===== src/sqt_pkg.sv =====
package sqt_pkg;

	localparam int TREE_NODES = 15;
	localparam int NODE_W     = (TREE_NODES > 1) ? $clog2(TREE_NODES) : 1;
	localparam int RANK_W     = 4;
	localparam int SAMPLE_W   = 64;
	localparam int EST_W      = 32;

	localparam logic [EST_W-1:0] STEP_FLOOR_NEW = 32'd1024;
	localparam logic [EST_W-1:0] EST_MAX        = 32'hFFFF_FFFF;
	localparam logic [EST_W-1:0] STEP_MIN       = 32'd1;

	localparam logic REQ_ADD  = 1'b0;
	localparam logic REQ_READ = 1'b1;

	typedef logic [NODE_W-1:0] node_idx_t;
	typedef logic [TREE_NODES-1:0][NODE_W-1:0] order_tbl_t;

	// result of one node visit
	typedef struct packed {
		logic [EST_W-1:0] est;
		logic [EST_W-1:0] step;
		logic             stop;
	} node_upd_t;

	// node index for each in-order position of the breadth-first tree
	function automatic order_tbl_t build_order();
		order_tbl_t tbl;
		int         i;
		int         k;
		tbl = '0;
		i   = 0;
		while (2 * i + 1 < TREE_NODES) i = 2 * i + 1;
		for (k = 0; k < TREE_NODES; k++) begin
			tbl[k] = NODE_W'(i);
			if (2 * i + 2 < TREE_NODES) begin
				i = 2 * i + 2;
				while (2 * i + 1 < TREE_NODES) i = 2 * i + 1;
			end else begin
				// climb while coming from a right child, then one more step up
				while (i > 0 && (i & 1) == 0) i = (i - 1) >> 1;
				if (i > 0) i = (i - 1) >> 1;
			end
		end
		return tbl;
	endfunction

	localparam order_tbl_t SORT_ORDER = build_order();

endpackage


===== src/sqt_node_upd.sv =====
module sqt_node_upd import sqt_pkg::*; (
	input  logic [EST_W-1:0]    est,
	input  logic [EST_W-1:0]    step,
	input  logic [SAMPLE_W-1:0] sample,
	output node_upd_t           upd
);

	logic              v_hi;
	logic [EST_W:0]    v_lo;
	logic [EST_W:0]    m_ext;
	logic              m_gt_v;
	logic              m_lt_v;
	logic [EST_W-1:0]  half;
	logic [EST_W:0]    sum;
	logic [EST_W-1:0]  m_new;
	logic [EST_W-1:0]  s_new;
	logic [EST_W:0]    m_new_ext;
	logic [EST_W:0]    diff;
	logic              diff_lt;
	logic [EST_W-1:0]  s_half;

	// a sample at or above 2^33 is farther than any step from any estimate
	assign v_hi   = |sample[SAMPLE_W-1:EST_W+1];
	assign v_lo   = sample[EST_W:0];
	assign m_ext  = {1'b0, est};
	assign m_gt_v = !v_hi && (m_ext > v_lo);
	assign m_lt_v = v_hi || (m_ext < v_lo);
	assign half   = sample[EST_W:1];
	assign sum    = m_ext + {1'b0, step};

	always_comb begin
		m_new = est;
		s_new = step;
		if (step == '0) begin
			m_new = sample[EST_W-1:0];
			s_new = (half > STEP_FLOOR_NEW) ? half : STEP_FLOOR_NEW;
		end else if (m_gt_v) begin
			m_new = (est >= step) ? est - step : '0;
		end else if (m_lt_v) begin
			m_new = sum[EST_W] ? EST_MAX : sum[EST_W-1:0];
		end
	end

	assign m_new_ext = {1'b0, m_new};
	assign diff      = (m_new_ext > v_lo) ? m_new_ext - v_lo : v_lo - m_new_ext;
	assign diff_lt   = !v_hi && (diff < {1'b0, s_new});
	assign s_half    = (s_new >> 1) == '0 ? STEP_MIN : (s_new >> 1);

	assign upd.est  = m_new;
	assign upd.step = diff_lt ? s_half : s_new;
	assign upd.stop = v_hi || (v_lo >= m_new_ext);

endmodule


===== src/streaming_quantile_tree.sv =====
// Streaming quantile tree: a breadth-first binary tree of 32-bit estimates,
// each with its own step, refined by stochastic approximation.
//
// Input channel (in_valid/in_ready): one request per handshake. req_type
// selects an add (sample_value) or a read (rank). in_ready is high only
// while the sequencer is idle; one request is processed at a time.
// Add: the shared node-update unit visits one node per cycle down the left
// spine, 1 to 4 of the 15 nodes (tree depth), no result.
// Read: one sorted position per cycle through a max compare, positions 0 to
// rank (rank clamped to the last position); the result shows on out_valid
// when the walk ends and the output register is free.
// A new request waits while one is in flight: in_ready returns the cycle
// after the walk ends.
// Output channel (out_valid/out_ready): quantile_value and rank_echo sit in
// an output register. New requests are taken while it waits; a read that
// finishes while the register is still full holds its last step until the
// receiver takes the pending result.
// Reset (arst_n low, asynchronous) clears all estimates and steps (all
// nodes unused) and drops any pending result.
module streaming_quantile_tree import sqt_pkg::*; (
	input  logic                clk,
	input  logic                arst_n,
	input  logic                in_valid,
	output logic                in_ready,
	input  logic                req_type,
	input  logic [SAMPLE_W-1:0] sample_value,
	input  logic [RANK_W-1:0]   rank,
	output logic                out_valid,
	input  logic                out_ready,
	output logic [EST_W-1:0]    quantile_value,
	output logic [RANK_W-1:0]   rank_echo
);

	typedef enum logic [2:0] {
		ST_IDLE = 3'b001,
		ST_ADD  = 3'b010,
		ST_READ = 3'b100
	} state_t;

	state_t              state_q;
	logic [EST_W-1:0]    est_q  [TREE_NODES];
	logic [EST_W-1:0]    step_q [TREE_NODES];
	logic [SAMPLE_W-1:0] sample_q;
	node_idx_t           node_q;
	node_idx_t           cnt_q;
	node_idx_t           last_q;
	logic [EST_W-1:0]    best_q;
	logic [RANK_W-1:0]   rank_q;
	logic                out_valid_q;
	logic [EST_W-1:0]    quantile_q;
	logic [RANK_W-1:0]   rank_echo_q;

	node_upd_t           upd;
	logic [NODE_W:0]     next_node;
	logic                add_done;
	logic [EST_W-1:0]    rd_est;
	logic [EST_W-1:0]    rd_best;
	logic                out_free;
	logic                rd_done;
	logic                accept;
	node_idx_t           last_d;

	// shared node-update unit, one tree level per cycle
	sqt_node_upd u_upd (
		.est    (est_q[node_q]),
		.step   (step_q[node_q]),
		.sample (sample_q),
		.upd    (upd)
	);

	// the walk only ever continues to the left child
	assign next_node = {node_q, 1'b1};
	assign add_done  = upd.stop || (32'(next_node) >= TREE_NODES);

	assign rd_est   = est_q[SORT_ORDER[cnt_q]];
	assign rd_best  = (rd_est > best_q) ? rd_est : best_q;
	assign out_free = !out_valid_q || out_ready;
	// read walk ends and its result moves into the output register
	assign rd_done  = (state_q == ST_READ) && (cnt_q == last_q) && out_free;

	assign in_ready = (state_q == ST_IDLE);
	assign accept   = in_valid && in_ready;

	// clamp a rank beyond the tree to the last sorted position
	assign last_d = (32'(rank) >= TREE_NODES) ? NODE_W'(TREE_NODES - 1) : NODE_W'(rank);

	always_ff @(posedge clk or negedge arst_n) begin
		if (!arst_n) begin
			state_q     <= ST_IDLE;
			out_valid_q <= 1'b0;
			for (int i = 0; i < TREE_NODES; i++) begin
				est_q[i]  <= '0;
				step_q[i] <= '0;
			end
		end else begin
			if (out_valid_q && out_ready && !rd_done) begin
				out_valid_q <= 1'b0;
			end
			unique case (state_q)
				ST_IDLE: begin
					if (accept) begin
						state_q <= (req_type == REQ_READ) ? ST_READ : ST_ADD;
					end
				end
				ST_ADD: begin
					est_q[node_q]  <= upd.est;
					step_q[node_q] <= upd.step;
					if (add_done) begin
						state_q <= ST_IDLE;
					end
				end
				ST_READ: begin
					if (cnt_q == last_q) begin
						// hold here until the output register frees up
						if (out_free) begin
							out_valid_q <= 1'b1;
							state_q     <= ST_IDLE;
						end
					end
				end
				default: state_q <= ST_IDLE;
			endcase
		end
	end

	// payload and walk registers
	always_ff @(posedge clk) begin
		if (accept) begin
			sample_q <= sample_value;
			rank_q   <= rank;
			last_q   <= last_d;
			node_q   <= '0;
			cnt_q    <= '0;
			best_q   <= '0;
		end
		if (state_q == ST_ADD) begin
			node_q <= next_node[NODE_W-1:0];
		end
		if (state_q == ST_READ) begin
			if (cnt_q == last_q) begin
				if (out_free) begin
					quantile_q  <= rd_best;
					rank_echo_q <= rank_q;
				end
			end else begin
				best_q <= rd_best;
				cnt_q  <= cnt_q + 1'b1;
			end
		end
	end

	assign out_valid      = out_valid_q;
	assign quantile_value = quantile_q;
	assign rank_echo      = rank_echo_q;

endmodule


===== config.mk =====
export PLATFORM = sky130hd
export DESIGN_NAME = streaming_quantile_tree
export DESIGN_NICKNAME = d
export VERILOG_FILES = /design/src/sqt_pkg.sv /design/src/sqt_node_upd.sv /design/src/streaming_quantile_tree.sv
export SDC_FILE = /design/constraint.sdc
export NUM_CORES = 2
export LEC_CHECK = 0
export BUFFER_PORTS_ARGS = -buffer_cell sky130_fd_sc_hd__buf_2
export CORE_ASPECT_RATIO = 1.25
export CORE_MARGIN = 2
export CORE_UTILIZATION = 60
export CTS_CLUSTER_DIAMETER = 100
export DETAILED_ROUTE_END_ITERATION = 12
export GPL_TIMING_DRIVEN = 0
export PLACE_DENSITY = 0.77
export SLEW_MARGIN = 5
export SYNTH_ARGS = -nofsm -noshare
export SYNTH_HDL_FRONTEND = slang
export SYNTH_SLANG_ARGS = --single-unit

===== constraint.sdc =====
create_clock -name clk -period 24 [get_ports clk]
set_input_delay 3.6 -clock clk [delete_from_list [all_inputs] [get_ports clk]]
set_output_delay 3.6 -clock clk [all_outputs]
set_load 0.01 [all_outputs]

# Yosys cells after proc, flatten, opt, wreduce, memory -nomap -nowiden
# Memories as Yosys holds them, arrays and structs flattened. A register that Yosys moved wholly into a read port is not among the register bits.
# Cells that the tools add are included.
[classes] addsub=5 n_lt_le_gt_ge=14 n_eq_ne=8 muxes=43 n_bitwise=2 n_reduce_logical=21
[op_table] cell="bitwise mux 480 bit" n=2
[op_table] cell="two-way mux 32 bit" n=19
[op_table] cell="binary-select mux 32 bit (select 4 bit)" n=3
[op_table] cell="demux 32 bit (select 4 bit)" n=1
[op_table] cell="greater-than comparator 32 x 33 -> 1 bit" n=2
[op_table] cell="logical NOT 32 bit" n=2
[op_table] cell="adder 32 x 32 -> 33 bit" n=1
[op_table] cell="greater-or-equal comparator 33 x 32 -> 1 bit" n=1
[op_table] cell="less-than comparator 32 x 33 -> 1 bit" n=1
[op_table] cell="less-than comparator 33 x 32 -> 1 bit" n=1
[op_table] cell="two-way mux 33 bit" n=1
[op_table] cell="subtractor 32 x 33 -> 33 bit" n=1
[op_table] cell="subtractor 33 x 32 -> 33 bit" n=1
[op_table] cell="greater-or-equal comparator 32 bit" n=1
[op_table] cell="greater-than comparator 32 x 11 -> 1 bit (second input constant)" n=1
[op_table] cell="greater-than comparator 32 bit" n=1
[op_table] cell="subtractor 32 bit" n=1
[op_table] cell="two-way mux 31 bit" n=1
[op_table] cell="OR reduction 31 bit" n=1
[op_table] cell="two-way mux 4 bit" n=6
[op_table] cell="two-way mux 3 bit" n=5
[op_table] cell="greater-or-equal comparator 5 bit (second input constant)" n=2
[op_table] cell="NOT 4 -> 5 bit" n=2
[op_table] cell="one-hot mux 3 bit (3 select lines)" n=1
[op_table] cell="other kinds (18)" n=35
[word_totals] reg_bits=1112 rom_bits=64 inputBits=73 output_inout_bits=38 n_memories=1
[memory_table] memory="(name not given)" depth=16 word_bits=4 rd=1 rd_ports_with_merged_regs=1 wr=0 line_no="streaming_quantile_tree.sv:75" rtl="assign rd_est = est_q[SORT_ORDER[cnt_q]];"

# Depth between registers and ports, before layout
[logic_depth] ltp_word=15 mapped_depth=55 depth_no_buf=43

# By module
# Synthesis repeated with hierarchy kept, for this count alone.
[hier_totals] hier_cells=4917 hier_area_um2=63181.8
[by_module_without_submodules] module="streaming_quantile_tree" n_inst=1 cells_each=3427 area_each_um2=53100.9 seq_area_each_um2=28278.4
[by_module_without_submodules] module="sqt_node_upd" n_inst=1 cells_each=1490 area_each_um2=10080.9 seq_area_each_um2=0.0

# Least setup slack after synthesis
# OpenSTA, ideal clock, no wires.
[synth_path] path_kind="reg-to-reg" startpoint="register node_q[0]" endpoint="register step_q[438] (netlist bit)" setup_time_ns=0.077 t_arrival_ns=11.476 required_ns=23.923 path_slack_ns=12.447 stages_incl_launch_ff=55 period_less_slack_ns=11.553 path_cell_list="dfxtp_1 buf_6 buf_6 buf_8 buf_6 buf_6 buf_6 buf_4 buf_4 mux4_2 o21ai_0 a21o_1 ha_1 inv_1 fa_1 a21oi_1 o211ai_1 a2111oi_0 [... 19 more ...] clkbuf_1 buf_1 mux2i_1 xnor2_1 ha_1 nand2_1 nor2_1 a21oi_1 o21ai_0 a221oi_1 a21o_1 o311ai_0 nor3_2 buf_6 buf_6 mux2_2 buf_4 o21ai_1"
[synth_between] elab_chain_cells=15 elab_cells_between_ends=36 classes_between="add/sub: 4; order compare: 7; mux: 18; bitwise: 1; reduce/logical: 6"
[synth_lines] item="from (decl)" line_no="streaming_quantile_tree.sv:44" rtl="node_idx_t node_q;"
[synth_lines] item="from (signal assigned)" line_no="streaming_quantile_tree.sv:137" rtl="node_q <= next_node[NODE_W-1:0];"
[synth_lines] item="NOT 4 -> 5 bit (not written as such) *" line_no="streaming_quantile_tree.sv:65, streaming_quantile_tree.sv:66"
[synth_lines] item="binary-select mux 32 bit (select 4 bit), on equally long branches" line_no="streaming_quantile_tree.sv:65, streaming_quantile_tree.sv:66"
[synth_lines] item="two-way mux 32 bit, on equally long branches (2 in series)" line_no="streaming_quantile_tree.sv:65, streaming_quantile_tree.sv:66"
[synth_lines] item="adder 32 x 32 -> 33 bit / less-than comparator 32 x 33 -> 1 bit (equally long branches)" line_no="sqt_node_upd.sv:29, sqt_node_upd.sv:27"
[synth_lines] item="two-way mux 32 bit / logical OR 1 bit (equally long branches)" line_no="sqt_node_upd.sv:40, sqt_node_upd.sv:27"
[synth_lines] item="two-way mux 32 bit" line_no="sqt_node_upd.sv:39" rtl="end else if (m_lt_v) begin"
[synth_lines] item="two-way mux 32 bit" line_no="sqt_node_upd.sv:37" rtl="end else if (m_gt_v) begin"
[synth_lines] item="two-way mux 32 bit *" line_no="sqt_node_upd.sv:34" rtl="if (step == '0) begin"
[synth_lines] item="via u_upd.m_new[3]" line_no="sqt_node_upd.sv:15" rtl="logic [EST_W-1:0] m_new;"
[synth_lines] item="subtractor 33 x 32 -> 33 bit, or another cell as far along" line_no="sqt_node_upd.sv:45" rtl="assign diff = (m_new_ext > v_lo) ? m_new_ext - v_lo : v_lo - m_new_ext;"
[synth_lines] item="two-way mux 33 bit *" line_no="sqt_node_upd.sv:45"
[synth_lines] item="less-than comparator 33 x 32 -> 1 bit *" line_no="sqt_node_upd.sv:46" rtl="assign diff_lt = !v_hi && (diff < {1'b0, s_new});"
[synth_lines] item="logical AND 1 bit *" line_no="sqt_node_upd.sv:46"
[synth_lines] item="two-way mux 32 bit *" line_no="sqt_node_upd.sv:50" rtl="assign upd.step = diff_lt ? s_half : s_new;"
[synth_lines] item="bitwise mux 480 bit *" line_no="streaming_quantile_tree.sv:107" rtl="step_q[node_q] <= upd.step;"
[synth_lines] item="to (signal, indexed assignment)" line_no="streaming_quantile_tree.sv:107"
[synth_lines] item="to (decl)" line_no="streaming_quantile_tree.sv:42" rtl="logic [EST_W-1:0] step_q [TREE_NODES];"
# The timed path passes the listed nets; every way through them passes the cells marked *. The select of a mux whose other input is x is not followed.
# A chain may end at the register's enable or synchronous reset.

# Final worst setup path
[layout_path] startpoint="register node_q[1]" endpoint="register step_q[225] (netlist bit)"
# The elaborated chain is that of the path after synthesis.

==> impl_metrics.csv <==
group,metric,value,unit
die,initial_core_util,60.3,%
yosys,yosysUniqueCellTypes,92,
clock_tree,cts_resized,0,
yosys,syn_nets,6120,
drt,drc,0,
yosys,syn_area,62200,um^2
die,core,103000,um^2
yosys,synth_compound_area_share,14.7,%
drt,routedWlPerCell,34.5,um
timing,finalCritPeriodShare,78.9,%
drt,firstDrtPassIters,9,
timing,hold_violations,0,
yosys,yosys.area_share.simple,9.73,%
global_routing,grt_pass1_wl,370,mm
critical_path,cp.buffers_inverters,17,
global_routing,antenna_found_initial,24,
timing,rsz0062_at_grt,"no",
power,power.total,0.00720,W
clock_tree,h-tree-depth,3,
placed_design,gp_congestion,1.05,
yosys,synth-edff-count,111,
finish,drive_gt1_share,18.9,%
critical_path,cp_data_arrival_time,19.67,ns
yosys,synth_mux_area_share,19.9,%
finish,fin_util,66.6,%
placed_design,port_buffers,110,
clock_tree,clkLatencyLatePin,0.80,ns
flow_run,cap_violations,3,
timing,setup_violations,0,
drt,wl,259,mm
global_routing,grt_pass1_vias,54293,
drt,drtIter0Drc,8104,
timing,fin_skew,0.0814,ns
die,die_area,106000,um^2
yosys,synth_adder_area_share,4.73,%
yosys,synth_top_family_by_area,"multiplexers",
drt,ant_nets,0,
critical_path,cp_slowest_cell,"clkbuf_1",
global_routing,grt-ovfl-total,0,
yosys,ys_seq_elements,1116,
die,io-pin-count,111,
yosys,synth_warnings,0,
global_routing,grt_start_max_net_pins,123,
clock_tree,clock_path_buffers,3,
die,dieWidth,292,um
critical_path,critPathCaptureType,"flip-flop",
global_routing,grt_usage,49.0,%
finish,seqCellArea,28300,um^2
finish,final_nets,6364,
clock_tree,cts_tree,"yes",
drt,num_vias,54551,
status,status,"complete, but fails checks",
power,p_leak,30.3,nW
power,p_clk_share,25.3,%
clock_tree,cts_sinks,1116,
finish,final_cell_mix,"dfrtp_1 (963), nand2_1 (960), o21ai_0 (710)",
yosys,yosysSeqAreaShare,45.5,%
power,switchingPower,0.00307,W
yosys,synth_flop_cell,"dfrtp_1",
clock_tree,clk_pin_slew,0.07,ns
power,power_frac_comb,43.6,%
timing,period_needed,18.94,ns
power,peakVddDrop,91.1,uV
yosys,async_flop_share,86.4,%
timing,drv_slew,10,
clock_tree,postCtsHoldBufs,0,
drt,vias_per_cell,7.26,
power,p_int,0.00413,W
finish,mostFrequentLayoutCell,"dfrtp_1",
hold_path,worstHoldPathType,"flip-flop to flip-flop",
critical_path,path_class,"flip-flop to flip-flop",
die,die_y,364,um
placed_design,dpl.cell_count,7286,
yosys,avgSynthCellArea,10.7,um^2
timing,worst-slew-pin-transition,1.52,ns
finish,syn2layout_area_growth,10.6,%
finish,fillers,7895,
power,power.density,105,nW/um^2
critical_path,crit_top_cell,"buf_2",
finish,multi_input_area,31100,um^2
timing,max-slew-margin-rel,-1.93,%
clock_tree,cts_made_buffers,109,
status,failed_checks,"capacitance limit, slew limit",
critical_path,path_delay_family,"buffers and inverters",
critical_path,slowest_delay,1.13,ns
critical_path,cp-start-kind,"flip-flop",
placed_design,hpwl,187,mm
critical_path,crit_required,24.73,ns
die,fp-row-count,132,
power,switching_share,42.6,%
yosys,post_synth_xor_area_fraction,0.845,%
critical_path,path_max_fanout,11,
clock_tree,cts_setup_buffers,0,
finish,fin_cells,7513,
yosys,syn_inst,5814,
clock_tree,cts_root_buffer,"clkbuf_16",
timing,timing.fmax,52.8,MHz
power,p_seq_share,31.1,%
[flip-flops by register name, indices dropped and copies added (netlist names), 3 cells and up, named ones only]
| name | cells |
|---|---|
| last_q | 4 |
| cnt_q | 4 |
| best_q | 32 |
| quantile_value | 32 |
| step_q | 480 |
| est_q | 480 |
| node_q | 4 |
| sample_q | 64 |
| state_q | 3 |
| rank_q | 4 |
| rank_echo | 4 |
[stage by stage]
stage / TNS (ns) / instance area (um^2) / worst slack, ns / hold WS (ns)
after global routing: 0 / 68700 / 4.74 / 0.423
final: 0 / 68800 / 5.06 / 0.420
after global placement: -1148.39 / 64400 / -1.38 / 0.404
after CTS: 0 / 68700 / 6.12 / 0.421
after detailed placement: 0 / 65000 / 6.03 / 0.405
after floorplan: 0 / 62200 / 12.45 / 0.400
[cells in the mapped netlist, types with 21 or more instances]
cell type	number	area (um^2)
mux4_2	349	7860
o21bai_1	21	158
ha_1	229	2870
inv_1	209	785
o31ai_1	43	323
xnor2_1	40	350
o21ai_1	217	1090
a21oi_1	206	1030
clkbuf_1	305	1140
nand3_1	45	225
nor4_1	28	175
mux2i_1	137	1370
edfxtp_1	111	3330
nor2_1	157	589
nand2_1	960	3600
dfxtp_1	41	821
o221ai_1	21	184
dfrtp_1	963	24100
nand2b_1	32	200
nand4_1	46	288
nor2b_1	30	188
buf_1	33	124
mux2_2	270	3040
a21o_1	69	518
buf_2	88	440
a31oi_1	28	175
o221a_2	24	270
nor3_1	43	215
o21ai_0	710	3550
[layout make-up]
class	count	share of cell area, %
Timing Repair Buffer	133	1.44
Antenna cell	22	0.0800
Multi-Input combinational cell	4019	45.3
Inverter	215	1.17
Clock inverter	47	0.977
Sequential cell	1116	41.1
Buffer	464	3.04
Tap cell	1340	2.44
Clock buffer	157	4.45
[path summary, 6_finish.rpt]
kind                                           end                 from  slack, ns  depth (start not counted)
max                        step_q[225]$_DFFE_PN0P_  node_q[1]$_DFFE_PP_       5.06                         50
max reg2reg                step_q[225]$_DFFE_PN0P_  node_q[1]$_DFFE_PP_       5.06                         50
max in group asynchronous   est_q[344]$_DFFE_PN0P_               arst_n      19.07                          4
min in group asynchronous  step_q[136]$_DFFE_PN0P_               arst_n       2.78                          1
min reg2reg                 rank_echo[0]$_DFFE_PP_  rank_q[0]$_DFFE_PP_       0.42                          0
min                         rank_echo[0]$_DFFE_PP_  rank_q[0]$_DFFE_PP_       0.42                          0
[cells by family (layout without fill, tap and decap cells)]
family / after synthesis / in the layout
muxes: 764 / 764
buffers and inverters: 679 / 1016
DFF: 1116 / 1116
adders and majority gates: 233 / 233
and+or+nand+nor: 1418 / 1418
AOI/OAI and AO/OA: 1544 / 1544
xor gates and xnor gates: 60 / 60
other: 0 / 22
[power groups by stage]
stage | registers, W | clock network [W] | logic (W)
after floorplan | 0.00221 | 0 | 0.00190
after global placement | 0.00226 | 0 | 0.00291
after detailed placement | 0.00226 | 0 | 0.00296
after CTS | 0.00223 | 0.00180 | 0.00298
after global routing | 0.00225 | 0.00188 | 0.00327
final | 0.00224 | 0.00182 | 0.00314
[worst register-to-register path: cells and delay by family (launching register included)]
kind / cells / cell delay, ns
AND/OR/NAND/NOR: 7 / 1.52
adder cells (fa/ha/maj): 4 / 1.38
multiplexers: 3 / 1.43
buffers and inverters: 17 / 7.58
flip-flops: 1 / 0.32
AO/OA/AOI/OAI: 18 / 6.49
XOR/XNOR: 1 / 0.23
[metal layers]
| layer | track usage, % | up-vias | routed length, um |
|---|---|---|---|
| li1 | - | 21602 | - |
| met1 | 55.9 | 26762 | 85100 |
| met2 | 71.0 | 4568 | 110000 |
| met3 | 19.8 | 1593 | 35300 |
| met4 | 43.8 | 26 | 28700 |
| met5 | 1.40 | - | 423 |
(Power assumes the default switching activity.)
